===== config.mk =====
export PLATFORM = sky130hd
export DESIGN_NAME = line_splitter_filter
export DESIGN_NICKNAME = d
export VERILOG_FILES = /design/src/lsf_pkg.sv /design/src/lsf_front.sv /design/src/lsf_fifo.sv /design/src/lsf_back.sv /design/src/line_splitter_filter.sv
export VERILOG_INCLUDE_DIRS = /design/src /design/src/src
export SDC_FILE = /design/constraint.sdc
export NUM_CORES = 1
export LEC_CHECK = 0
export BUFFER_PORTS_ARGS = -buffer_cell sky130_fd_sc_hd__buf_2
export CORE_MARGIN = 2
export CORE_UTILIZATION = 43
export CTS_CLUSTER_DIAMETER = 120
export CTS_CLUSTER_SIZE = 14
export DETAILED_ROUTE_END_ITERATION = 16
export PLACE_DENSITY = 0.69
export SLEW_MARGIN = 20
export SYNTH_ARGS = -nofsm -noshare
export SYNTH_HDL_FRONTEND = slang
export SYNTH_SLANG_ARGS = --single-unit

===== constraint.sdc =====
create_clock -name i_clk -period 9.6 [get_ports i_clk]
set_clock_uncertainty 0.15 [all_clocks]
set_input_delay 0.48 -clock i_clk [delete_from_list [all_inputs] [get_ports i_clk]]
set_output_delay 0.48 -clock i_clk [all_outputs]
set_load 0.005 [all_outputs]

===== src/line_splitter_filter_defines.svh =====
// Assertion macros used by the top-level file that checks this block.
`ifndef LINE_SPLITTER_FILTER_DEFINES_SVH
`define LINE_SPLITTER_FILTER_DEFINES_SVH

`define LSF_ASSERT_IMP(lbl, ante, cons) \
    lbl: assert property (@(posedge i_clk) disable iff (!i_rst_n) (ante) |-> (cons)) \
        else $error("line splitter check failed");

`define LSF_ASSERT_NXT(lbl, ante, cons) \
    lbl: assert property (@(posedge i_clk) disable iff (!i_rst_n) (ante) |=> (cons)) \
        else $error("line splitter check failed");

`endif


===== src/lsf_pkg.sv =====
`timescale 1ns / 1ps
package lsf_pkg;

    localparam int LSF_OFFSET_BITS = 32;
    localparam int LSF_QDEPTH      = 4;

    localparam logic [7:0] LF_BYTE = 8'h0A;
    localparam logic [7:0] CR_BYTE = 8'h0D;

    localparam logic [7:0] MAX_LEN_RESET   = 8'd14;
    localparam logic       PRINTABLE_RESET = 1'b0;

    localparam logic [3:0] REG_MAX_LINE_LEN   = 4'd0;
    localparam logic [3:0] REG_PRINTABLE_ONLY = 4'd1;

    localparam logic [1:0] KIND_KEPT = 2'd0;
    localparam logic [1:0] KIND_JUNK = 2'd1;
    localparam logic [1:0] KIND_END  = 2'd2;

    localparam logic [8:0]  LEN_SAT  = 9'd256;
    localparam logic [31:0] JUNK_MAX = 32'hFFFF_FFFF;

    typedef struct packed {
        logic        junk;
        logic [31:0] offset;
        logic [7:0]  length;
        logic        done;
    } t_evt;

    function automatic logic [8:0] sat_inc(input logic [8:0] len);
        logic [8:0] res;
        res = (len == LEN_SAT) ? len : 9'(len + 9'd1);
        return res;
    endfunction

    function automatic logic is_nonprint(input logic [7:0] b);
        logic res;
        res = (b < 8'h20) || (b > 8'h7E);
        return res;
    endfunction

endpackage


===== src/lsf_front.sv =====
`timescale 1ns / 1ps
module lsf_front #(
    parameter int OFFSET_BITS = lsf_pkg::LSF_OFFSET_BITS
) (
    input  logic         i_clk,
    input  logic         i_rst_n,
    input  logic         i_accept,
    input  logic [7:0]   i_data_byte,
    input  logic         i_last_byte,
    input  logic [7:0]   i_max_len,
    input  logic         i_printable,
    output logic         o_evt_valid,
    output lsf_pkg::t_evt o_evt
);
    import lsf_pkg::*;

    logic                   r_open, n_open;
    logic [OFFSET_BITS-1:0] r_pos, n_pos;
    logic [OFFSET_BITS-1:0] r_start, n_start;
    logic [8:0]             r_len, n_len;
    logic                   r_dis, n_dis;
    logic                   r_np, n_np;
    logic                   r_pcr, n_pcr;

    logic [OFFSET_BITS-1:0] start_c;
    logic [8:0]             len_c, len_a, len_b, len_f;
    logic                   dis_c, np_c, pcr_c, np_a, np_b, np_f, pcr_b;
    logic                   close_c, junk_c;

    always_comb begin
        start_c = r_open ? r_start : r_pos;
        len_c   = r_open ? r_len : 9'd0;
        dis_c   = r_open ? r_dis : (i_data_byte == 8'h00);
        np_c    = r_open ? r_np : 1'b0;
        pcr_c   = r_open ? r_pcr : 1'b0;

        len_a = pcr_c ? sat_inc(len_c) : len_c;
        np_a  = np_c | pcr_c;
        if (i_data_byte == CR_BYTE) begin
            pcr_b = 1'b1;
            len_b = len_a;
            np_b  = np_a;
        end else begin
            pcr_b = 1'b0;
            len_b = sat_inc(len_a);
            np_b  = np_a | is_nonprint(i_data_byte);
        end

        if (i_data_byte == LF_BYTE) begin
            close_c = 1'b1;
            len_f   = len_c;
            np_f    = np_c;
        end else begin
            close_c = i_last_byte;
            len_f   = pcr_b ? sat_inc(len_b) : len_b;
            np_f    = np_b | pcr_b;
        end

        junk_c = (len_f == 9'd0) || dis_c || (len_f > {1'b0, i_max_len})
                 || (i_printable && np_f);

        n_open  = r_open;
        n_pos   = r_pos;
        n_start = r_start;
        n_len   = r_len;
        n_dis   = r_dis;
        n_np    = r_np;
        n_pcr   = r_pcr;
        if (i_accept) begin
            n_pos = i_last_byte ? '0 : OFFSET_BITS'(r_pos + 1'b1);
            if (close_c) begin
                n_open = 1'b0;
                n_len  = 9'd0;
                n_dis  = 1'b0;
                n_np   = 1'b0;
                n_pcr  = 1'b0;
            end else begin
                n_open  = 1'b1;
                n_start = start_c;
                n_len   = len_b;
                n_dis   = dis_c;
                n_np    = np_b;
                n_pcr   = pcr_b;
            end
        end

        o_evt_valid  = i_accept && close_c;
        o_evt.junk   = junk_c;
        o_evt.offset = junk_c ? 32'd0 : 32'(start_c);
        o_evt.length = junk_c ? 8'd0 : len_f[7:0];
        o_evt.done   = i_last_byte;
    end

    always_ff @(posedge i_clk) begin
        if (!i_rst_n) begin
            r_open <= 1'b0;
            r_pos  <= '0;
        end else begin
            r_open <= n_open;
            r_pos  <= n_pos;
        end
        r_start <= n_start;
        r_len   <= n_len;
        r_dis   <= n_dis;
        r_np    <= n_np;
        r_pcr   <= n_pcr;
    end

endmodule


===== src/lsf_fifo.sv =====
`timescale 1ns / 1ps
module lsf_fifo #(
    parameter int DEPTH = lsf_pkg::LSF_QDEPTH
) (
    input  logic          i_clk,
    input  logic          i_rst_n,
    input  logic          i_wr,
    input  lsf_pkg::t_evt i_wdata,
    input  logic          i_rd,
    output lsf_pkg::t_evt o_rdata,
    output logic          o_full,
    output logic          o_empty
);
    import lsf_pkg::*;

    localparam int PW = (DEPTH > 1) ? $clog2(DEPTH) : 1;
    localparam int CW = $clog2(DEPTH + 1);

    t_evt          r_mem [DEPTH];
    logic [PW-1:0] r_wp, n_wp;
    logic [PW-1:0] r_rp, n_rp;
    logic [CW-1:0] r_cnt, n_cnt;
    logic          wr_ok, rd_ok;

    always_comb begin
        o_full  = (r_cnt == CW'(DEPTH));
        o_empty = (r_cnt == '0);
        wr_ok   = i_wr && !o_full;
        rd_ok   = i_rd && !o_empty;
        n_wp    = r_wp;
        n_rp    = r_rp;
        if (wr_ok) begin
            n_wp = (r_wp == PW'(DEPTH - 1)) ? '0 : PW'(r_wp + 1'b1);
        end
        if (rd_ok) begin
            n_rp = (r_rp == PW'(DEPTH - 1)) ? '0 : PW'(r_rp + 1'b1);
        end
        n_cnt = r_cnt;
        if (wr_ok && !rd_ok) begin
            n_cnt = CW'(r_cnt + 1'b1);
        end else if (rd_ok && !wr_ok) begin
            n_cnt = CW'(r_cnt - 1'b1);
        end
        o_rdata = r_mem[r_rp];
    end

    always_ff @(posedge i_clk) begin
        if (!i_rst_n) begin
            r_wp  <= '0;
            r_rp  <= '0;
            r_cnt <= '0;
        end else begin
            r_wp  <= n_wp;
            r_rp  <= n_rp;
            r_cnt <= n_cnt;
        end
        if (wr_ok) begin
            r_mem[r_wp] <= i_wdata;
        end
    end

endmodule


===== src/lsf_back.sv =====
`timescale 1ns / 1ps
module lsf_back (
    input  logic          i_clk,
    input  logic          i_rst_n,
    input  logic          i_evt_avail,
    input  lsf_pkg::t_evt i_evt,
    output logic          o_evt_take,
    input  logic          i_pop,
    output logic          o_empty,
    output logic [1:0]    o_line_kind,
    output logic [31:0]   o_line_offset,
    output logic [7:0]    o_line_length,
    output logic [31:0]   o_junk_total,
    output logic          o_chunk_done
);
    import lsf_pkg::*;

    logic        r_valid, n_valid;
    logic [31:0] r_junk, n_junk;
    logic [1:0]  r_kind;
    logic [31:0] r_offset;
    logic [7:0]  r_length;
    logic        r_done;

    always_comb begin
        o_evt_take = i_evt_avail && (!r_valid || i_pop);
        n_valid    = r_valid;
        if (o_evt_take) begin
            n_valid = 1'b1;
        end else if (i_pop) begin
            n_valid = 1'b0;
        end
        n_junk = r_junk;
        if (o_evt_take && i_evt.junk && (r_junk != JUNK_MAX)) begin
            n_junk = r_junk + 32'd1;
        end
    end

    always_ff @(posedge i_clk) begin
        if (!i_rst_n) begin
            r_valid <= 1'b0;
            r_junk  <= '0;
        end else begin
            r_valid <= n_valid;
            r_junk  <= n_junk;
        end
        if (o_evt_take) begin
            r_kind   <= i_evt.junk ? KIND_JUNK : KIND_KEPT;
            r_offset <= i_evt.offset;
            r_length <= i_evt.length;
            r_done   <= i_evt.done;
        end
    end

    assign o_empty       = !r_valid;
    assign o_line_kind   = r_kind;
    assign o_line_offset = r_offset;
    assign o_line_length = r_length;
    assign o_junk_total  = r_junk;
    assign o_chunk_done  = r_done;

endmodule


===== src/line_splitter_filter.sv =====
`timescale 1ns / 1ps
// A line-ending byte's result is written into the event queue when accepted, then into the output register.
// The front accepts one byte per cycle while the event queue is not full, updating its line state per byte.
// Results drain at one per cycle while pop is held, through a four-entry event queue and an output register.
// Reset is synchronous and active low: it clears line state, position, junk total and queues,
// and sets max_line_len to 14 and printable_only to 0.
`include "line_splitter_filter_defines.svh"
module line_splitter_filter #(
    parameter int OFFSET_BITS = lsf_pkg::LSF_OFFSET_BITS
) (
    input  logic        i_clk,
    input  logic        i_rst_n,
    input  logic        push,
    output logic        full,
    input  logic [7:0]  i_data_byte,
    input  logic        i_last_byte,
    output logic        empty,
    input  logic        pop,
    output logic [1:0]  o_line_kind,
    output logic [31:0] o_line_offset,
    output logic [7:0]  o_line_length,
    output logic [31:0] o_junk_total,
    output logic        o_chunk_done,
    input  logic        i_cfg_valid,
    output logic        o_cfg_ready,
    input  logic [3:0]  i_cfg_index,
    input  logic [7:0]  i_cfg_data
);
    import lsf_pkg::*;

    logic [7:0] r_max_len;
    logic       r_printable;
    logic       accept;
    logic       evt_valid, q_full, q_empty, q_take;
    t_evt       evt_in, evt_out;

    assign o_cfg_ready = 1'b1;
    assign full        = q_full;
    assign accept      = push && !q_full;

    always_ff @(posedge i_clk) begin
        if (!i_rst_n) begin
            r_max_len   <= MAX_LEN_RESET;
            r_printable <= PRINTABLE_RESET;
        end else if (i_cfg_valid && o_cfg_ready) begin
            if (i_cfg_index == REG_MAX_LINE_LEN) begin
                r_max_len <= i_cfg_data;
            end else if (i_cfg_index == REG_PRINTABLE_ONLY) begin
                r_printable <= i_cfg_data[0];
            end
        end
    end

    lsf_front #(.OFFSET_BITS(OFFSET_BITS)) u_front (
        .i_clk       (i_clk),
        .i_rst_n     (i_rst_n),
        .i_accept    (accept),
        .i_data_byte (i_data_byte),
        .i_last_byte (i_last_byte),
        .i_max_len   (r_max_len),
        .i_printable (r_printable),
        .o_evt_valid (evt_valid),
        .o_evt       (evt_in)
    );

    lsf_fifo #(.DEPTH(LSF_QDEPTH)) u_fifo (
        .i_clk   (i_clk),
        .i_rst_n (i_rst_n),
        .i_wr    (evt_valid),
        .i_wdata (evt_in),
        .i_rd    (q_take),
        .o_rdata (evt_out),
        .o_full  (q_full),
        .o_empty (q_empty)
    );

    lsf_back u_back (
        .i_clk         (i_clk),
        .i_rst_n       (i_rst_n),
        .i_evt_avail   (!q_empty),
        .i_evt         (evt_out),
        .o_evt_take    (q_take),
        .i_pop         (pop),
        .o_empty       (empty),
        .o_line_kind   (o_line_kind),
        .o_line_offset (o_line_offset),
        .o_line_length (o_line_length),
        .o_junk_total  (o_junk_total),
        .o_chunk_done  (o_chunk_done)
    );

    `LSF_ASSERT_IMP(a_no_end_kind, !empty, o_line_kind != KIND_END)
    `LSF_ASSERT_IMP(a_kept_len, !empty && (o_line_kind == KIND_KEPT), (o_line_length != 8'd0) && (o_line_length <= r_max_len))
    `LSF_ASSERT_IMP(a_junk_zero, !empty && (o_line_kind == KIND_JUNK), (o_line_length == 8'd0) && (o_line_offset == 32'd0))
    `LSF_ASSERT_NXT(a_junk_mono, 1'b1, o_junk_total >= $past(o_junk_total))

endmodule

==> results of run 1 <==
==> placed cells by master, fill, tap and decap left out, types with 5 or more instances in the layout <==
cell type / netlist / layout
mux2_2: 29 / 29
o21a_1: 7 / 7
buf_2: 9 / 101
or4_1: 6 / 6
nor2_1: 73 / 72
ha_1: 21 / 21
xor2_1: 33 / 33
nor3_1: 16 / 16
inv_1: 27 / 27
and3_1: 17 / 13
nor2b_1: 21 / 21
buf_4: 4 / 21
xnor2_1: 40 / 40
a21oi_1: 55 / 54
clkbuf_1: 31 / 21
or3_1: 13 / 13
nand3_1: 65 / 65
nand4_1: 17 / 17
a21boi_0: 5 / 5
mux4_2: 42 / 42
nand2_1: 69 / 69
o21ai_0: 20 / 20
edfxtp_1: 254 / 254
and4_1: 6 / 6
clkbuf_16: 0 / 28
dfxtp_1: 84 / 81
and2_1: 30 / 30
o211ai_1: 7 / 7
mux2i_1: 11 / 11
==> path summary, 6_finish.rpt <==
check / slack (ns) / end / startpoint
hold reg to reg: 0.36 / u_front.r_pos[28] / u_front.r_pos[28]
setup / recovery: 2.45 / u_fifo.r_mem[2][16] / u_front.r_len[0]
setup reg to reg: 2.45 / u_fifo.r_mem[2][16] / u_front.r_len[0]
hold / removal: 0.03 / r_max_len[3] / i_cfg_data[3]
==> worst reg2reg max path, cell delays in order, from the launching register on <==
cell	delay (ns)
edfxtp_1	0.52
nand2_1	0.13
ha_1	0.14
or4bb_1	0.44
o21ai_1	0.17
xnor2_1	0.27
nand2_1	0.33
inv_1	0.18
ha_1	0.25
nor4b_2	0.43
xnor2_1	0.33
nand2_1	0.13
a211o_1	0.34
a311oi_4	0.29
buf_4	0.44
ha_1	0.23
nor2b_1	0.04
o21a_1	0.16
o21a_1	0.16
o21a_1	0.16
o21a_1	0.17
o211ai_1	0.16
a21o_1	0.52
buf_4	0.40
nand3_1	0.13
a21oi_1	0.28
==> Yosys cell counts, drive strengths merged, types with 2 or more instances <==
cell type / n / share of area [%]
a211o: 2 / 0.12
a211oi: 3 / 0.24
a21boi: 6 / 0.31
a21o: 4 / 0.21
a21oi: 56 / 2.0
a31o: 2 / 0.12
a31oi: 2 / 0.086
and2: 30 / 1.3
and3: 17 / 0.73
and4: 6 / 0.36
buf: 20 / 0.69
clkbuf: 31 / 0.80
conb: 2 / 0.051
dfxtp: 84 / 12
edfxtp: 254 / 52
ha: 21 / 1.8
inv: 27 / 0.69
mux2: 30 / 2.3
mux2i: 11 / 0.75
mux4: 42 / 6.5
nand2: 69 / 1.8
nand2b: 4 / 0.17
nand3: 65 / 2.2
nand4: 18 / 0.87
nor2: 73 / 1.9
nor2b: 21 / 0.90
nor3: 16 / 0.55
nor3b: 4 / 0.21
nor4: 4 / 0.17
o211ai: 7 / 0.36
o21a: 7 / 0.36
o21ai: 24 / 0.82
o22ai: 2 / 0.086
o31ai: 2 / 0.10
or2: 3 / 0.13
or3: 13 / 0.56
or3b: 3 / 0.18
or4: 6 / 0.31
xnor2: 40 / 2.4
xor2: 33 / 2.0
==> cell type report <==
class	count	area, sq um	area share, %
Multi-Input combinational cell	662	5010	30.4
Sequential cell	338	9310	56.6
Clock inverter	2	32.5	0.198
Inverter	27	101	0.616
Timing Repair Buffer	122	663	4.03
Antenna cell	1	2.50	0.0152
Tap cell	448	561	3.40
Clock buffer	49	779	4.73
==> per-stage QoR <==
stage          total power [mW]  instances  instance area [sq um]  util [%]
3_3_place_gp               2.68       1596                  15600      46.8
6_report                   3.68       1649                  16500      49.2
5_1_grt                    3.86       1648                  16500      49.2
3_5_place_dp               2.69       1597                  15600      46.8
2_1_floorplan              2.41       1078                  14600         -
4_1_cts                    3.73       1648                  16500      49.2
==> per-layer routing <==
layer  vias to the layer above  GRT usage [%]  part of all wire (%)
met5                         -              0                     0
met4                         0           4.03                   1.7
met3                        34           2.40                   4.9
met2                       207           27.4                    48
met1                      4415           22.6                    45
li1                       4210              -                     -
==> power by group through the flow <==
stage | logic, mW | registers, mW | clock network, mW
after global routing | 0.843 | 1.89 | 1.12
final | 0.766 | 1.88 | 1.03
after detailed placement | 0.781 | 1.91 | 0
after CTS | 0.784 | 1.88 | 1.06
after global placement | 0.772 | 1.90 | 0
after floorplan | 0.498 | 1.91 | 0
==> sequential cells by signal, summed over array words and instances (netlist names), 2 cells and up, named ones only <==
register / count
u_fifo.r_mem: 168
u_back.o_junk_total: 32
u_back.o_line_offset: 32
u_front.r_pos: 32
u_front.r_start: 32
u_front.r_len: 9
r_max_len: 8
u_back.o_line_length: 8
u_fifo.r_cnt: 3
u_fifo.r_rp: 2
u_fifo.r_wp: 2
==> cells by family (layout without fill, tap and decap cells) <==
kind of cell	Yosys count	count (layout)	share of synthesized area, %
multiplexers	83	83	9.55
AO/OA/AOI/OAI	124	124	5.42
other	2	3	0.0514
buffers and inverters	78	200	2.18
XOR/XNOR	73	73	4.38
flip-flops	338	338	63.7
AND/OR/NAND/NOR	358	358	12.7
adder cells (fa/ha/maj)	22	22	1.94
==> results.toml, run 1 <==
[outcome]
status = "finished, final reports clean"

[pwr]
seq_power_share_pct = 51.1
leakage_nw = 5.78
switching_share_pct = 26.8
p_per_area_nw_per_um2 = 223
combPwrFrac_pct = 20.8
ir_drop_uv = 141
p_sw_mw = 0.985
clkPwrFrac_pct = 28.1
intPower_mw = 2.69

[setup_path]
path_buf_inv = 3
cp.depth = 25
critPathLaunchType = "flip-flop"
crit_path_top_delay_cell = "edfxtp_1"
worstRegToRegCells = 25
cp.required_ns = 9.77
crit_fanout = 35
cpMostUsedCell = "o21a_1"
path_class = "reg2reg"
path_delay_family = "compound AO/OA/AOI/OAI gates"
crit_path_end_kind = "flip-flop"
arrival_ns = 7.32
slowest_delay_ns = 0.52

[timing]
rsz0062_at_grt = "no"
period_share_pct = 74.5
finalSetupViolCount = 0
tightestPinTransition_ns = 1.10
tns_ns = 0
max_freq_mhz = 140
min_period_ns = 7.15
slew_headroom_pct = 26.8
setup_ws_ns = 2.45
drv_slew = 0
hold_violations = 0
whs_ns = 0.0323

[yosys]
avgSynthCellArea_sq_um = 13.5
synth_area_sq_um = 14600
synth_seq_cells = 338
syn_inst = 1078
synth_edf_count = 254
ys_seq_area_share_pct = 63.7
synthArstFlopShare_pct = 0
yosys_warnings = 0
synth_fp_nets = 1126
synth.distinct_cells = 64
synth_ff_type = "edfxtp_1"

[floorplanning]
die_h_um = 188
core-area_sq_um = 33400
fp-row-count = 67
initial_core_util_pct = 43.7
pin_count = 104
die_area_sq_um = 35400
die_w_um = 188

[layout]
final_net_count = 1227
fillCellCount = 2885
layout-drive-gt1-share_pct = 20.5
synthToLayoutAreaGrowth_pct = 12.7

[place]
routabilityCongestion = 0.877
place_hpwl_um = 18900
port_buffers = 101
pre_cts_ws_ns = 2.54

[drt]
final_antenna_net_count = 0
dr.pass1.iters = 5
drt-initial-drc-count = 687
drt_wl_total_um = 29400
wire_per_inst_um = 17.8
vias = 8866
routed_via_density = 5.38
route.detailed.drc = 0

[clocking]
cts_setup_buffers = 0
cts-root-buf = "clkbuf_16"
cts.sinks = 338
clk_path_buf_depth = 3
cts_tree = "yes"
clk_pin_slew_ns = 0.07
insertion_delay_ns = 0.55
cts-buffers-inserted = 28
cts_resized = 0
h-tree-depth = 1
hold_buffers = 0

[min_path]
min_path_cells = 3
hold_class = "in2reg"

[grt]
first_global_vias = 8474
grt_antenna_before_repair = 1
grt_use_total_pct = 16.4
grt_max_degree = 52
gr-total-overflow = 0
grt_pass1_wl_um = 46300

[flow_run]
drv_cap = 0
No activity file was read; power rests on OpenSTA's default activity.
==> inputs of run 2 (changes only) <==
- PLACE_DENSITY: 0.69 -> 0.71
- clock period: 9.6 -> 6.45 ns (I/O delays scaled with it)
==> run 2 against run 1 <==
Compared with the run above: global-route usage up 0.20 points; cell count up 0.67%; routed wire length up 1.0%; utilization up 0.56 points; clock power up 52%; critical endpoint is now u_fifo.r_mem[3][41]; largest power group unchanged.
==> results.toml, run 2 (same netlist as run 1, synthesis figures left out) <==
[outcome]
status = "finished, final reports clean"

[clocking]
cts-root-buf = "clkbuf_16"
insertion_delay_ns = 0.54
h-tree-depth = 1
clk_path_buf_depth = 3
clk_pin_slew_ns = 0.07
cts_setup_buffers = 0
cts.sinks = 338
cts_tree = "yes"
cts-buffers-inserted = 28

[min_path]
worstHoldEndpoint = "r_printable"
min_path_cells = 4
hold_class = "in2reg"
hold_start = "i_cfg_index[3]"

[setup_path]
slowest_delay_ns = 0.53
worstRegToRegCells = 25
crit_path_end_kind = "flip-flop"
rr_endpoint = "u_fifo.r_mem[3][41]"
crit_path_top_delay_cell = "edfxtp_1"
crit_fanout = 36
path_class = "reg2reg"
cpMostUsedCell = "o21a_1"
cp.required_ns = 6.59
critPathLaunchType = "flip-flop"
r2r_start = "u_front.r_len[0]"
arrival_ns = 6.23
r2r_setup_slack_ns = 0.35

[flow_run]
drv_cap = 0

[timing]
max_freq_mhz = 164
drv_slew = 0
period_share_pct = 94.6
setup_ws_ns = 0.351
rsz0062_at_grt = "no"
finalSetupViolCount = 0
slew_headroom_pct = 33.0
min_period_ns = 6.10
hold_violations = 0
tightestPinTransition_ns = 1.00
tns_ns = 0

[grt]
globalRouteMet3Util_pct = 2.25
grt_pass1_wl_um = 47200
grt.met2_usage_pct = 27.6
grt_use_total_pct = 16.6
grt_antenna_before_repair = 0
gr-total-overflow = 0
grt.met1_usage_pct = 23.1
grt.busiest_layer = "met2"
first_global_vias = 8795
grt_max_degree = 54

[layout]
diodes = 0
layout-drive-gt1-share_pct = 20.9
synthToLayoutAreaGrowth_pct = 14.0
final_net_count = 1238
largest_reg_flops = 168
largest_register = "u_fifo.r_mem"
layout_commonest_cell = "edfxtp_1"
final_cell_mix = "edfxtp_1 (254), buf_2 (101), dfxtp_1 (81), nor2_1 (72), nand2_1 (67)"
fillCellCount = 2810

[drt]
drt_wl_total_um = 29700
wire_per_inst_um = 17.9
dr.pass1.iters = 5
drt-initial-drc-count = 760
routed_via_density = 5.38
vias = 8938
route.detailed.drc = 0
final_antenna_net_count = 0

[place]
place_hpwl_um = 18700
pre_cts_ws_ns = 0.283
port_buffers = 101
routabilityCongestion = 0.900

[floorplanning]
pin_count = 104
fp-row-count = 67
die_area_sq_um = 35400
core-area_sq_um = 33400
initial_core_util_pct = 43.7
die_w_um = 188
die_h_um = 188

[pwr]
p_per_area_nw_per_um2 = 332
ir_drop_uv = 201
leakage_nw = 5.85
[run 2: cell type report]
type | count | area, sq um | share of cell area, %
Sequential cell | 338 | 9310 | 55.9
Multi-Input combinational cell | 662 | 5050 | 30.3
Clock buffer | 51 | 808 | 4.85
Timing Repair Buffer | 133 | 803 | 4.82
Tap cell | 448 | 561 | 3.37
Inverter | 27 | 101 | 0.609
Clock inverter | 1 | 16.3 | 0.0977
[run 2: power breakdown]
group / switching, mW / leakage [nW] / total (mW) / internal (mW)
combinational: 0.661 / 2.37 / 1.16 / 0.496
sequential: 0.0929 / 3.09 / 2.79 / 2.70
clock: 0.728 / 0.390 / 1.57 / 0.843
total: 1.48 / 5.85 / 5.52 / 4.04
[run 2: repair_timing]
item                                   CTS  global route
resized for setup                        0             6
setup endpoints to repair                0           152
endpoints found under the hold margin   15             0
hold buffers                            10             0
[run 2: worst max-delay path by stage]
stage	cells after the start	slack [ns]	startpoint	to
floorplan	30	0.08	u_front.r_open	u_fifo.r_mem[0][14]
global placement	26	0.38	u_front.r_len[0]	u_fifo.r_mem[0][41]
detailed placement	24	0.28	u_front.r_len[0]	u_fifo.r_mem[3][7]
CTS	24	0.24	u_front.r_len[0]	u_fifo.r_mem[0][7]
global route	25	0.002	u_front.r_len[0]	u_fifo.r_mem[3][41]
finish	25	0.35	u_front.r_len[0]	u_fifo.r_mem[3][41]
[run 2: through the flow]
stage	hold slack [ns]	area [sq um]	power, mW	cells	utilization, %
finish	0.0723	16600	5.52	1660	49.8
floorplan	0.271	14600	3.60	1078	-
detailed placement	0.346	15700	4.01	1597	46.8
global placement	0.338	15700	3.98	1597	46.8
CTS	0.0543	16600	5.58	1659	49.6
global route	0.0732	16600	5.78	1660	49.8
[run 2: metal layers]
layer  up-vias  part of all wire (%)
li1       4234                     -
met1      4431                    46
met2       226                    48
met3        47                   4.4
met4         0                   1.8
met5         -                     0
[run 2: worst max-delay path: cells and delay by family (launching register included)]
family | cells | cell delay, ns
compound gates | 11 | 2.32
xor+xnor | 2 | 0.45
fa+ha+maj | 3 | 0.58
buf+inv | 2 | 0.39
flops | 1 | 0.53
simple gates | 7 | 1.42
==> inputs of run 3 (changes only) <==
- BUFFER_PORTS_ARGS: -buffer_cell sky130_fd_sc_hd__buf_2 -> -buffer_cell sky130_fd_sc_hd__clkbuf_2
==> run 3 against run 2 <==
Compared with the run above: register-to-register slack improved by 0.12 ns; die area unchanged; combinational power about the same; via count is 0.36% higher; critical path type unchanged.
==> results.toml, run 3 (same netlist as run 1, synthesis figures left out) <==
[outcome]
status = "finished, final reports clean"

[pwr]
combPwrFrac_pct = 21.1
ir_drop_uv = 204
seq_power_share_pct = 50.5
clkPwrFrac_pct = 28.3
power.total_mw = 5.54
intPower_mw = 4.02
p_sw_mw = 1.52
p_per_area_nw_per_um2 = 333
leakage_nw = 5.83
switching_share_pct = 27.4

[grt]
grt_use_total_pct = 17.0
grt_pass1_wl_um = 48100
first_global_vias = 8811
grt_max_degree = 52
gr-total-overflow = 0
grt_antenna_before_repair = 0

[floorplanning]
fp-row-count = 67
initial_core_util_pct = 43.7
core-area_sq_um = 33400
die_h_um = 188
pin_count = 104
die_area_sq_um = 35400
die_w_um = 188

[drt]
wire_per_inst_um = 18.2
final_antenna_net_count = 0
drt-initial-drc-count = 668
drt_wl_total_um = 30200
dr.pass1.iters = 7
route.detailed.drc = 0
routed_via_density = 5.40
vias = 8970

[clocking]
cts-buffers-inserted = 28
cts.sinks = 338
insertion_delay_ns = 0.57
clk_path_buf_depth = 3
h-tree-depth = 1
clk_pin_slew_ns = 0.07
cts_tree = "yes"
cts_setup_buffers = 0
cts-root-buf = "clkbuf_16"

[timing]
max_freq_mhz = 167
slew_headroom_pct = 29.3
tns_ns = 0
finalSetupViolCount = 0
whs_ns = 0.0644
drv_slew = 0
tightestPinTransition_ns = 1.06
period_share_pct = 92.6
hold_violations = 0
min_period_ns = 5.97

[layout]
final_util_pct = 49.7
diodes = 0
final_net_count = 1238
final_cell_mix = "edfxtp_1 (254), clkbuf_2 (101), dfxtp_1 (81), nor2_1 (72), nand2_1 (68)"
multi_input_area_sq_um = 5040
largest_register = "u_fifo.r_mem"
layout_commonest_cell = "edfxtp_1"
regArea_sq_um = 9310
synthToLayoutAreaGrowth_pct = 13.8
largest_reg_flops = 168
fillCellCount = 2874
layout-drive-gt1-share_pct = 20.7

[setup_path]
cp.required_ns = 6.63
critPathLaunchType = "flip-flop"
arrival_ns = 6.15
path_class = "reg2reg"
crit_fanout = 34
crit_path_end_kind = "flip-flop"
worstRegToRegCells = 25

[flow_run]
drv_cap = 0

[place]
routabilityCongestion = 0.879
port_buffers = 101
place_hpwl_um = 18700

[min_path]
hold_class = "in2reg"
min_path_cells = 4
-- run 3: cell types whose count changed in the layout (fill, tap and decap cells not counted), sizes merged --
cell	delta
clkinv	+2
buf	-101
clkbuf	+99
-- run 3: worst max-delay path: stages (launching register included) --
cell and delay, ns:
edfxtp_1 0.53, nand2_1 0.12, ha_1 0.13, or4bb_1 0.43, o21ai_1 0.21, xnor2_2 0.20
nand2_1 0.28, inv_1 0.17, ha_1 0.25, o21ai_1 0.19, nor3_1 0.22, xnor2_1 0.24
nand3_1 0.12, a211o_1 0.30, a311oi_4 0.32, ha_1 0.19, nor2b_1 0.04, o21a_1 0.16
o21a_1 0.16, o21a_1 0.16, o21a_1 0.16, o211ai_1 0.15, a21o_1 0.20, buf_12 0.24
nand3_1 0.10, a21oi_1 0.27
-- run 3: path summary, 6_finish.rpt --
kind / from / endpoint / slack [ns]
worst max-delay path: u_front.r_len[0] / u_fifo.r_mem[0][9] / 0.48
worst min-delay path: i_data_byte[3] / u_front.r_dis / 0.06
worst max register to register: u_front.r_len[0] / u_fifo.r_mem[0][9] / 0.48
worst min register to register: u_front.r_pos[13] / u_front.r_pos[13] / 0.35
-- run 3: layer usage --
| metal | share of wire (%) | GRT usage, % | vias to the layer above |
|---|---|---|---|
| met4 | 1.8 | 4.33 | 0 |
| met1 | 45 | 23.8 | 4481 |
| met3 | 4.5 | 2.10 | 37 |
| met2 | 49 | 28.2 | 223 |
| li1 | - | - | 4229 |
| met5 | 0 | 0 | - |
-- run 3: layout make-up --
cell class                 count  share of cell area, %
tap                          448                   3.37
inverter                      27                  0.610
multi-input combinational    662                   30.3
clock inverter                 3                  0.286
clock buffer                  49                   4.69
sequential                   338                   56.0
timing repair buffer         133                   4.71
-- run 3: power groups by stage --
stage | clock (mW) | sequential, mW | combinational (mW)
finish | 1.57 | 2.80 | 1.17
floorplan | 0 | 2.85 | 0.746
CTS | 1.60 | 2.80 | 1.19
global route | 1.69 | 2.82 | 1.28
detailed placement | 0 | 2.84 | 1.18
global placement | 0 | 2.84 | 1.17
-- run 3: what timing repair did --
item	CTS	global route
hold endpoints to repair	15	0
gates resized for setup	0	3
hold buffers	10	0
endpoints found under the setup margin	0	99
-- run 3: through the flow --
step,worst slack (ns),cells,instance area [sq um]
4_1_cts,0.354,1660,16600
5_1_grt,-0.00753,1660,16600
3_5_place_dp,0.453,1598,15700
6_report,0.475,1660,16600
2_1_floorplan,0.0826,1078,14600
3_3_place_gp,0.619,1598,15700
